## src/rtl/core/bounded_best_candidate_list_defines.svh

```systemverilog
// Assertion macros used by the top level of the bounded best-candidate list.
`ifndef BOUNDED_BEST_CANDIDATE_LIST_DEFINES_SVH
`define BOUNDED_BEST_CANDIDATE_LIST_DEFINES_SVH

// Same-cycle implication, sampled on clk and disabled while rst_n is low.
`define BBCL_ASSERT_SAME(label, ante, cons, msg) \
    label: assert property (@(posedge clk) disable iff (!rst_n) (ante) |-> (cons)) \
        else $error(msg);

// Next-cycle implication, sampled on clk and disabled while rst_n is low.
`define BBCL_ASSERT_NEXT(label, ante, cons, msg) \
    label: assert property (@(posedge clk) disable iff (!rst_n) (ante) |=> (cons)) \
        else $error(msg);

`endif

```

## src/rtl/core/bbcl_pkg.sv

```systemverilog
// Package with widths, codes and types of the bounded best-candidate list.
package bbcl_pkg;

    localparam int CAPACITY_DEFAULT = 16;

    localparam int MODE_W    = 2;
    localparam int QUALITY_W = 32;
    localparam int TAG_W     = 16;
    localparam int POS_W     = 4;
    localparam int STATUS_W  = 3;
    localparam int COUNT_W   = 5;

    localparam logic [MODE_W-1:0] MODE_INSERT = 2'd0;
    localparam logic [MODE_W-1:0] MODE_READ   = 2'd1;
    localparam logic [MODE_W-1:0] MODE_CLEAR  = 2'd2;
    localparam logic [MODE_W-1:0] MODE_NONE   = 2'd3;

    localparam logic [STATUS_W-1:0] ST_INSERTED  = 3'd0;
    localparam logic [STATUS_W-1:0] ST_DROPPED   = 3'd1;
    localparam logic [STATUS_W-1:0] ST_NOT_KEPT  = 3'd2;
    localparam logic [STATUS_W-1:0] ST_READ_OK   = 3'd3;
    localparam logic [STATUS_W-1:0] ST_READ_EMPT = 3'd4;
    localparam logic [STATUS_W-1:0] ST_CLEARED   = 3'd5;

    // What one cell hands to its right-hand neighbour.
    typedef struct packed {
        logic                        found;
        logic signed [QUALITY_W-1:0] quality;
        logic [TAG_W-1:0]            tag;
    } bbcl_link_t;

    // Control that the top level gives each cell.
    typedef struct packed {
        logic insert_en;
        logic occupied;
    } bbcl_cell_ctrl_t;

endpackage

```

## src/rtl/core/bbcl_in_if.sv

```systemverilog
// Interface of the candidate input channel.
interface bbcl_in_if
    import bbcl_pkg::*;
();
    logic                        valid;
    logic                        ready;
    logic [MODE_W-1:0]           mode;
    logic signed [QUALITY_W-1:0] quality;
    logic [TAG_W-1:0]            tag;
    logic [POS_W-1:0]            read_index;

    modport source (output valid, mode, quality, tag, read_index, input ready);
    modport sink (input valid, mode, quality, tag, read_index, output ready);
endinterface

```

## src/rtl/core/bbcl_out_if.sv

```systemverilog
// Interface of the result output channel.
interface bbcl_out_if
    import bbcl_pkg::*;
();
    logic                        valid;
    logic                        ready;
    logic [STATUS_W-1:0]         status;
    logic [POS_W-1:0]            position;
    logic signed [QUALITY_W-1:0] out_quality;
    logic [TAG_W-1:0]            out_tag;
    logic [COUNT_W-1:0]          count;

    modport source (output valid, status, position, out_quality, out_tag, count, input ready);
    modport sink (input valid, status, position, out_quality, out_tag, count, output ready);
endinterface

```

## src/rtl/core/bbcl_cell.sv

```systemverilog
// One slot of the sorted list: compares, then keeps, takes the new item or shifts.
module bbcl_cell
    import bbcl_pkg::*;
(
    input  logic                        clk,
    input  bbcl_cell_ctrl_t             ctrl,
    input  logic signed [QUALITY_W-1:0] new_quality,
    input  logic [TAG_W-1:0]            new_tag,
    input  bbcl_link_t                  left,
    output bbcl_link_t                  right
);

    logic signed [QUALITY_W-1:0] quality_reg;
    logic [TAG_W-1:0]            tag_reg;
    logic                        take;

    // An empty slot always accepts, so an insert lands at the tail when no entry is lower or equal.
    assign take = !ctrl.occupied || (new_quality >= quality_reg);

    assign right.found   = left.found || take;
    assign right.quality = quality_reg;
    assign right.tag     = tag_reg;

    always_ff @(posedge clk)
    begin
        if (ctrl.insert_en)
        begin
            if (left.found)
            begin
                quality_reg <= left.quality;
                tag_reg     <= left.tag;
            end
            else if (take)
            begin
                quality_reg <= new_quality;
                tag_reg     <= new_tag;
            end
        end
    end

endmodule

```

## src/rtl/core/bounded_best_candidate_list.sv

```systemverilog
// Top level of the bounded best-candidate list: a row of compare-and-shift cells.
//
// Usage. Words arrive on the cand channel and carry a mode: insert a candidate
// (quality, tag), read the entry at read_index, or clear the list. Every insert,
// read and clear gives exactly one word on the result channel; mode 3 is taken
// and gives nothing. Each cell holds one entry; on an insert every cell
// compares the new quality with its own in parallel, the first cell that is
// lower or equal (or empty) takes the new item and every cell to its right
// takes its left-hand neighbour's entry, so the list stays in descending order.
// The whole step, search and shift, finishes in the cycle the word is taken.
// The result word is registered and valid in the cycle after acceptance.
// Throughput: one word per cycle while the receiver keeps ready high; the
// limit is the found chain that runs through all CAPACITY cells.
// The result sits in an output register; while it waits, cand.ready is low,
// and a new word is taken in the same cycle that the waiting result is taken.
// Reset empties the list at once (the count goes to zero; no clearing pass)
// and drops any result still waiting.
module bounded_best_candidate_list
    import bbcl_pkg::*;
#(
    parameter int CAPACITY = CAPACITY_DEFAULT
)
(
    input  logic              clk,
    input  logic              rst_n,
    bbcl_in_if.sink           cand,
    bbcl_out_if.source        result
);

    localparam int CNT_W   = $clog2(CAPACITY + 1);
    localparam int IDX_W   = (CAPACITY > 1) ? $clog2(CAPACITY) : 1;
    localparam int RD_SPAN = (CAPACITY < (1 << POS_W)) ? CAPACITY : (1 << POS_W);
    localparam int CMP_W   = (CNT_W > POS_W) ? CNT_W : POS_W;

    // Occupancy and the output register.
    logic [CNT_W-1:0]            count_reg;
    logic [CNT_W-1:0]            count_next;
    logic                        out_valid_reg;
    logic                        out_valid_next;
    logic [STATUS_W-1:0]         status_reg;
    logic [STATUS_W-1:0]         status_next;
    logic [POS_W-1:0]            position_reg;
    logic [POS_W-1:0]            position_next;
    logic signed [QUALITY_W-1:0] quality_reg;
    logic signed [QUALITY_W-1:0] quality_next;
    logic [TAG_W-1:0]            tag_reg;
    logic [TAG_W-1:0]            tag_next;

    logic                        accept;
    logic                        full;
    logic                        reject;
    logic                        read_ok;
    logic [IDX_W-1:0]            ins_pos;
    bbcl_link_t                  read_entry;
    bbcl_link_t                  links [CAPACITY+1];
    bbcl_cell_ctrl_t             cell_ctrl [CAPACITY];

    assign accept    = cand.valid && cand.ready;
    assign cand.ready = !out_valid_reg || result.ready;
    assign full      = (count_reg == CNT_W'(CAPACITY));

    // The chain starts with nothing found; the left data of the first cell is unused.
    assign links[0] = '{found: 1'b0, quality: cand.quality, tag: cand.tag};

    genvar gi;
    generate
        for (gi = 0; gi < CAPACITY; gi++)
        begin : g_cell
            assign cell_ctrl[gi].insert_en = accept && (cand.mode == MODE_INSERT) && !reject;
            assign cell_ctrl[gi].occupied  = (CNT_W'(gi) < count_reg);

            bbcl_cell u_cell
            (
                .clk         (clk),
                .ctrl        (cell_ctrl[gi]),
                .new_quality (cand.quality),
                .new_tag     (cand.tag),
                .left        (links[gi]),
                .right       (links[gi+1])
            );
        end
    endgenerate

    // No cell takes the item only when the list is full and every entry is higher.
    assign reject = !links[CAPACITY].found;

    // The landing slot is the one cell where the found chain turns on.
    always_comb
    begin
        ins_pos = '0;
        for (int i = 0; i < CAPACITY; i++)
        begin
            if (links[i+1].found && !links[i].found)
            begin
                ins_pos = ins_pos | IDX_W'(i);
            end
        end
    end

    // Only the first RD_SPAN slots, at most sixteen, can be addressed by a read.
    always_comb
    begin
        read_entry = links[1];
        for (int i = 0; i < RD_SPAN; i++)
        begin
            if (POS_W'(i) == cand.read_index)
            begin
                read_entry = links[i+1];
            end
        end
    end

    assign read_ok = (CMP_W'(cand.read_index) < CMP_W'(count_reg));

    always_comb
    begin
        count_next     = count_reg;
        out_valid_next = out_valid_reg;
        status_next    = status_reg;
        position_next  = position_reg;
        quality_next   = quality_reg;
        tag_next       = tag_reg;

        if (accept)
        begin
            out_valid_next = (cand.mode != MODE_NONE);
            unique case (cand.mode)
                MODE_INSERT:
                begin
                    if (reject)
                    begin
                        status_next   = ST_NOT_KEPT;
                        position_next = '0;
                        quality_next  = cand.quality;
                        tag_next      = cand.tag;
                    end
                    else if (full)
                    begin
                        status_next   = ST_DROPPED;
                        position_next = POS_W'(ins_pos);
                        quality_next  = links[CAPACITY].quality;
                        tag_next      = links[CAPACITY].tag;
                    end
                    else
                    begin
                        count_next    = CNT_W'(count_reg + 1'b1);
                        status_next   = ST_INSERTED;
                        position_next = POS_W'(ins_pos);
                        quality_next  = '0;
                        tag_next      = '0;
                    end
                end
                MODE_READ:
                begin
                    position_next = cand.read_index;
                    if (read_ok)
                    begin
                        status_next  = ST_READ_OK;
                        quality_next = read_entry.quality;
                        tag_next     = read_entry.tag;
                    end
                    else
                    begin
                        status_next  = ST_READ_EMPT;
                        quality_next = '0;
                        tag_next     = '0;
                    end
                end
                MODE_CLEAR:
                begin
                    count_next    = '0;
                    status_next   = ST_CLEARED;
                    position_next = '0;
                    quality_next  = '0;
                    tag_next      = '0;
                end
                default:
                begin
                    // Mode 3 leaves the list alone and gives no word.
                end
            endcase
        end
        else if (result.ready)
        begin
            out_valid_next = 1'b0;
        end
    end

    always_ff @(posedge clk or negedge rst_n)
    begin
        if (!rst_n)
        begin
            count_reg     <= '0;
            out_valid_reg <= 1'b0;
        end
        else
        begin
            count_reg     <= count_next;
            out_valid_reg <= out_valid_next;
        end
    end

    // The count field reports the occupancy after the step.
    logic [COUNT_W-1:0] count_out_reg;

    always_ff @(posedge clk)
    begin
        status_reg    <= status_next;
        position_reg  <= position_next;
        quality_reg   <= quality_next;
        tag_reg       <= tag_next;
        count_out_reg <= COUNT_W'(count_next);
    end

    assign result.valid       = out_valid_reg;
    assign result.status      = status_reg;
    assign result.position    = position_reg;
    assign result.out_quality = quality_reg;
    assign result.out_tag     = tag_reg;
    assign result.count       = count_out_reg;

`include "bounded_best_candidate_list_defines.svh"

    `BBCL_ASSERT_SAME(a_count_bound, 1'b1, count_reg <= CNT_W'(CAPACITY), "count above capacity")
    `BBCL_ASSERT_NEXT(a_clear_empties, accept && (cand.mode == MODE_CLEAR), count_reg == '0, "clear did not empty the list")
    `BBCL_ASSERT_SAME(a_reject_when_full, accept && (cand.mode == MODE_INSERT) && reject, full, "insert refused on a list that is not full")
    `BBCL_ASSERT_NEXT(a_insert_grows, accept && (cand.mode == MODE_INSERT) && !full, count_reg == CNT_W'($past(count_reg) + 1'b1), "insert did not grow the list")

endmodule

```

## src/flat_wrapper.sv

```systemverilog
// flat-port wrapper written by rule: the top's interface ports become plain ports
module bounded_best_candidate_list_flat import bbcl_pkg::*;
#(
    parameter int CAPACITY = CAPACITY_DEFAULT
)
  (clk, rst_n, cand_valid, cand_mode, cand_quality, cand_tag, cand_read_index, cand_ready, result_valid, result_status, result_position, result_out_quality, result_out_tag, result_count, result_ready);
  bbcl_in_if cand_i ();
  bbcl_out_if result_i ();
  input  logic clk;
  input  logic rst_n;
  input wire logic [$bits(cand_i.valid)-1:0] cand_valid;
  input wire logic [$bits(cand_i.mode)-1:0] cand_mode;
  input wire logic [$bits(cand_i.quality)-1:0] cand_quality;
  input wire logic [$bits(cand_i.tag)-1:0] cand_tag;
  input wire logic [$bits(cand_i.read_index)-1:0] cand_read_index;
  output wire logic [$bits(cand_i.ready)-1:0] cand_ready;
  output wire logic [$bits(result_i.valid)-1:0] result_valid;
  output wire logic [$bits(result_i.status)-1:0] result_status;
  output wire logic [$bits(result_i.position)-1:0] result_position;
  output wire logic [$bits(result_i.out_quality)-1:0] result_out_quality;
  output wire logic [$bits(result_i.out_tag)-1:0] result_out_tag;
  output wire logic [$bits(result_i.count)-1:0] result_count;
  input wire logic [$bits(result_i.ready)-1:0] result_ready;
  assign cand_i.valid = cand_valid;
  assign cand_i.mode = cand_mode;
  assign cand_i.quality = cand_quality;
  assign cand_i.tag = cand_tag;
  assign cand_i.read_index = cand_read_index;
  assign cand_ready = cand_i.ready;
  assign result_valid = result_i.valid;
  assign result_status = result_i.status;
  assign result_position = result_i.position;
  assign result_out_quality = result_i.out_quality;
  assign result_out_tag = result_i.out_tag;
  assign result_count = result_i.count;
  assign result_i.ready = result_ready;
  bounded_best_candidate_list #(.CAPACITY(CAPACITY)) u_core (.clk(clk), .rst_n(rst_n), .cand(cand_i), .result(result_i));
endmodule
```

## config.mk

```make
export PLATFORM = sky130hd
export DESIGN_NAME = bounded_best_candidate_list_flat
export DESIGN_NICKNAME = d
export VERILOG_FILES = /design/src/rtl/core/bbcl_pkg.sv /design/src/rtl/core/bbcl_in_if.sv /design/src/rtl/core/bbcl_out_if.sv /design/src/rtl/core/bbcl_cell.sv /design/src/rtl/core/bounded_best_candidate_list.sv /design/src/flat_wrapper.sv
export VERILOG_INCLUDE_DIRS = /design/src /design/src/rtl/core
export SDC_FILE = /design/constraint.sdc
export NUM_CORES = 2
export LEC_CHECK = 0
export BUFFER_PORTS_ARGS = -buffer_cell sky130_fd_sc_hd__buf_4
export CORE_MARGIN = 8
export CORE_UTILIZATION = 45
export DETAILED_ROUTE_END_ITERATION = 6
export GPL_TIMING_DRIVEN = 0
export HOLD_SLACK_MARGIN = 0.06
export PLACE_DENSITY = 0.63
export REMOVE_ABC_BUFFERS = 1
export SLEW_MARGIN = 20
export SYNTH_ARGS = -nofsm -noshare
export SYNTH_HDL_FRONTEND = slang
export SYNTH_HIERARCHICAL = 1
export SYNTH_SLANG_ARGS = --single-unit
```

## constraint.sdc

```tcl
create_clock -name clk -period 17.03 [get_ports clk]
set_input_delay 0.8515 -clock clk [delete_from_list [all_inputs] [get_ports clk]]
set_output_delay 0.8515 -clock clk [all_outputs]
set_load 0.01 [all_outputs]
```

Word-level counts from Yosys, hierarchy flattened
Cells that the tools add are included.

Register bits: 834. Input bits: 58. Logic and storage cells: 319.

$add $sub $neg: 1. Magnitude comparators: 33. Equality and inequality tests: 19. Multiplexer cells: 110. Reductions and logical operators: 117.

Operator list (number): 32-bit 2-to-1 mux (33); 48-bit 2-to-1 mux (15); 16-bit 2-to-1 mux (33); 32-bit greater-or-equal comparator (16); 32-bit case mux with 3 select lines (1); 16-bit case mux with 3 select lines (1); 4-bit by 5-bit less-than comparator with 1-bit output, first input constant (8); 4-bit 2-to-1 mux (9); 2-bit AND reduction (17); 4-bit == test, first input constant (8); 1-bit zero test (32); 1-bit logical OR (32); 2-bit nonzero test (16); 3-bit by 5-bit less-than comparator with 1-bit output, first input constant (4); 1-bit logical AND (18); 3-bit by 4-bit == test with 1-bit output, first input constant (4); 3-bit 2-to-1 mux (5); 5-bit 2-to-1 mux (3); 4-bit case mux with 3 select lines (1); 1-bit by 5-bit less-than comparator with 1-bit output, first input constant (2); 2-bit by 5-bit less-than comparator with 1-bit output, first input constant (2); 5-bit case mux with 2 select lines (1); 3-bit case mux with 3 select lines (1); 2-bit by 4-bit == test with 1-bit output, first input constant (2); other kinds (11) (16).

Depth between registers and ports, before layout
Word-level depth: 22. Depth in mapped cells: 77. Mapped depth without buffers: 73.

Cells and area by module
Netlist, hierarchy kept.

By module, submodules not included: bbcl_cell at u_core.g_cell[0].u_cell ... (instances 15, cells each 225, area an instance 2935.3 um^2); bounded_best_candidate_list (instances 1, cells each 1740, area an instance 11865.1 um^2); bbcl_cell at u_core.g_cell[1].u_cell (instances 1, cells each 225, area an instance 2919.0 um^2).

Least setup slack after synthesis
Ideal clock, no wire load.

Path kind: input-to-reg. Start: in cand_quality[30]. End: reg u_core.g_cell[1].u_cell.quality_reg[0], enable pin. Data arrival time: 17736 ps. Path slack: -1155 ps. Stages on the path: 71. Path buffers: 2. Path through: ha_1 > and4_4 > and3_4 > a211oi_2 > and4bb_4 > a21oi_1 > nor2b_1 > o21ai_1 > nor4bb_4 > a21oi_1 > and2b_2 > o21ai_1 > and4bb_4 > a21oi_1 > and2b_2 > o21ai_1 > and4bb_4 > a21oi_1 > (+35 left out) > a21oi_1 > and2b_2 > o21ai_1 > and4bb_4 > a21oi_1 > and2b_2 > o21ai_1 > and4bb_4 > a21oi_1 > and2b_2 > o21ai_1 > and4bb_4 > a21oi_1 > clkbuf_1 > clkbuf_1 > and3_1 > inv_1 > a211oi_2.

RTL lines: from (decl) (line flat_wrapper.sv:13) `input wire logic [$bits(cand_i.quality)-1:0] cand_quality;`; to (signal assigned) (line bbcl_cell.sv:30) `quality_reg <= left.quality;`; to (signal assigned) (line bbcl_cell.sv:35) `quality_reg <= new_quality;`; to (decl) (line bbcl_cell.sv:13) `logic signed [QUALITY_W-1:0] quality_reg;`.

==> results by group <==
Status
  • Status: finished clean

Cells and area
  • # fillers: 11300
  • Final core utilization: 51.82%
  • # diodes: 0
  • Area grow syn2layout: 14.23%
  • Max FFs per register: 512
  • Commonest non-fill, non-tap cells in the layout: edfxtp_1, mux2_2, inv_1
  • Most common cell after layout, fill and taps aside: edfxtp_1
  • Total Nets Final: 6055
  • Share of cells above drive strength 1: 26.71%

Critical path
  • Slowest CP cell: dfrtp_2
  • Reg-to-Reg End: u_core/result.out_quality[16]
  • Setup crit end kind: flop
  • Crit Path Max Fanout: 37
  • Critical R2R Launch: u_core/count_reg[4]
  • Crit Path Class: reg2reg
  • R2R setup slack: 0.65 ns
  • Critical Path AT: 16.87 ns
  • Max incr delay on CP: 0.52 ns
  • Worst path bufs/invs: 6
  • CP Launch Type: flop
  • Critical path's top delay family: simple AND/OR/NAND/NOR gates
  • Required time worst endpoint: 17.52 ns
  • Cells on worst reg2reg path: 78

Drt
  • Routed WL: 205.9 mm
  • Post-route ant nets: 0
  • Via count: 46550
  • Drt pass-1 iters: 6
  • # DRC: 0
  • Via density: 6.375
  • Wire per inst: 28.19 um
  • Initial DRC count: 5979

Logic synthesis
  • Mux share of post-synthesis cell area: 15.98%
  • Post-synthesis instance total: 5340
  • Synth Warn #: 6
  • FF+latch count, synth: 834
  • Fraction of registers with async set/reset: 0.7194%
  • Syn_area_per_cell: 11.01 um2
  • Synth Area in XOR/XNOR: 0%
  • Netlist cell types: 83
  • Number of synthesized flops with an enable pin: 823
  • Top FF cell, synth: edfxtp_1
  • Post-Synth Simple-Gate Area: 9.288%
  • Adder-cell share of the synthesized area: 11.08%
  • Compound-Gate Fraction of Synth Area: 15.52%
  • Largest family of logic cells by synthesized area: multiplexers
  • Seq/Total Area, Yosys: 42.45%
  • Mapped cell area: 58810 um2

Power and ir drop
  • Final Power: 5450 uW
  • Peak supply drop: 0.07743 mV
  • PD cells: 81.12 nW/um2
  • LEAKAGE: 0.02670 uW

Placed design
  • Routability cong.: 0.9219
  • I/O Buffers: 119
  • HPWL after DPL: 148.3 mm

CTS
  • Clock buffer depth: 3
  • Clock latency on the worst-skew pair: 0.71 ns
  • Total CTS buffers: 99
  • Clk slew on worst S/H paths: 0.06 ns
  • CTS tree: done
  • Number of H-tree levels: 3
  • CTS root buf: clkbuf_16
  • Clock Sinks: 834

Timing
  • Tmin final: 16.38 ns
  • Max Slew Vio Count: 0
  • Final hold vios: 0
  • Max Freq: 0.06106 GHz
  • Worst-Margin Slew: 1.190 ns
  • Slew Limit Headroom: 20.70%
  • Skew final: 0.04608 ns
  • Count of final setup violators: 0
  • Fin crit share: 96.17%
  • RSZ-0062 raised after global routing: false

Min path
  • Min-Delay Path Class: in2reg
  • Hold Crit Depth: 3
  • Hold path startpoint: cand_valid
  • WHS Endpoint: u_core/result.valid

Floorplan
  • Row count: 132
  • Die area: 142500 um2
  • Initial core utilization: 45.36%
  • I/O pin count: 120
  • Die height: 377.5 um
  • Core area: 129600 um2
  • Die Wd: 377.5 um

Run
  • Max-Cap Viols: 0

Global route
  • Largest net degree at the start of global routing: 97
  • Initial antenna violation count: 2
  • First-pass GRT wire length: 299.6 mm
  • Grt ovf: 0
  • Vias in the first global route: 44610
  • Total global-route track usage: 27.73%
layout make-up:
cell class / count / area [um2] / area share, %
inverter: 566 / 2135 / 3.177
clock buffer: 129 / 2633 / 3.919
multi-input combinational: 3675 / 31040 / 46.20
timing repair buffer: 300 / 3897 / 5.802
tap: 1742 / 2180 / 3.244
clock inverter: 56 / 331.6 / 0.4935
sequential: 834 / 24970 / 37.16
timing repair:
action                                  in CTS  in global routing
setup buffers                               17                 20
pin swaps                                   14                  6
endpoints found under the setup margin     935                814
gates resized for setup                      5                  6
hold buffers                                 1                  0
endpoints found under the hold margin        6                  0
cloned                                       0                  0
kinds of logic (layout without fill, tap and decap cells):
group                    Yosys count  in the layout
AND/OR/NAND/NOR                  876            876
AO/OA/AOI/OAI                   1432           1432
flip-flops                       834            834
other                              1              5
buffers and inverters            835           1051
adder cells (fa/ha/maj)          521            521
multiplexers                     841            841
how the worst max path moves through the flow:
stage                              from  slack, ns                                     end  cells after the start
finish              u_core/count_reg[4]       0.65           u_core/result.out_quality[16]                     78
global route           cand_quality[25]       0.08           u_core/result.out_quality[23]                     76
CTS                 u_core/count_reg[4]       0.09           u_core/result.out_quality[20]                     77
detailed placement     cand_quality[19]      -5.82      u_core/g_cell[5].u_cell/tag_reg[4]                     76
global placement       cand_quality[25]     -72.27      u_core/g_cell[7].u_cell/tag_reg[2]                     70
floorplan              cand_quality[30]     -35.62  u_core/g_cell[1].u_cell/quality_reg[0]                     69
cells in the mapped netlist, drive strengths merged (8+ instances only):
cell	number	area, um2
o221ai	13	113.9
inv	566	2125
o22ai	80	500.5
nand4	50	631.9
a22o	31	271.5
and4bb	15	244.0
o21a	34	255.2
o2bb2ai	11	96.34
and4	129	1365
a21o	33	247.7
and2b	15	131.4
a221oi	43	376.6
clkbuf	98	367.9
nand2	294	1104
o21ai	371	1913
nor3	20	100.1
o31ai	19	142.6
o211ai	53	397.9
ha	521	6519
nor2b	44	275.3
o2111ai	8	70.07
a41o	16	160.2
and2	10	65.07
and3	25	236.5
a21oi	468	2342
mux2i	67	670.6
a211oi	67	663.1
a2bb2oi	47	411.6
o32ai	19	166.4
nand3	86	435.4
edfxtp	823	24710
mux2	773	8705
buf	171	844.6
a22oi	43	322.8
nor2	143	539.3
nand2b	16	100.1
a221o	21	210.2
a21boi	9	67.57
tightest hold or removal path: cells and delay by family:
| family | cells | cell delay (ns) |
|---|---|---|
| simple gates | 1 | 0.08 |
| compound gates | 1 | 0.14 |
| buf+inv | 1 | 0.08 |
stage by stage:
stage	hold slack [ns]	worst slack [ns]	setup TNS [ns]	cells	area [um2]
after detailed placement	0.5372	-5.820	-4671.84	7079	63880
after CTS	0.4678	0.09362	0	7282	67000
after floorplan	0.4836	-35.62	-	5075	57620
after global routing	0.5120	0.07896	0	7302	67180
final	0.4909	0.6522	0	7302	67180
after global placement	0.5404	-72.27	-	6936	60690
power by group:
part           internal (uW)  switching [uW]  leakage (uW)
clock                   1110             901       0.00146
combinational            378             644        0.0176
sequential              2350            65.4       0.00767
total                   3840            1610        0.0267
metal layers:
| layer | part of all wire (%) | routed length, um | global-route usage [%] | vias to the layer above |
|---|---|---|---|---|
| met3 | 10 | 20540 | 5.549 | 454 |
| met1 | 41 | 84610 | 37.79 | 22970 |
| met4 | 4.9 | 10190 | 12.12 | 0 |
| li1 | - | - | - | 20660 |
| met5 | 0 | 0 | 0 | - |
| met2 | 44 | 90520 | 42.77 | 2473 |
(Power assumes the default switching activity.)
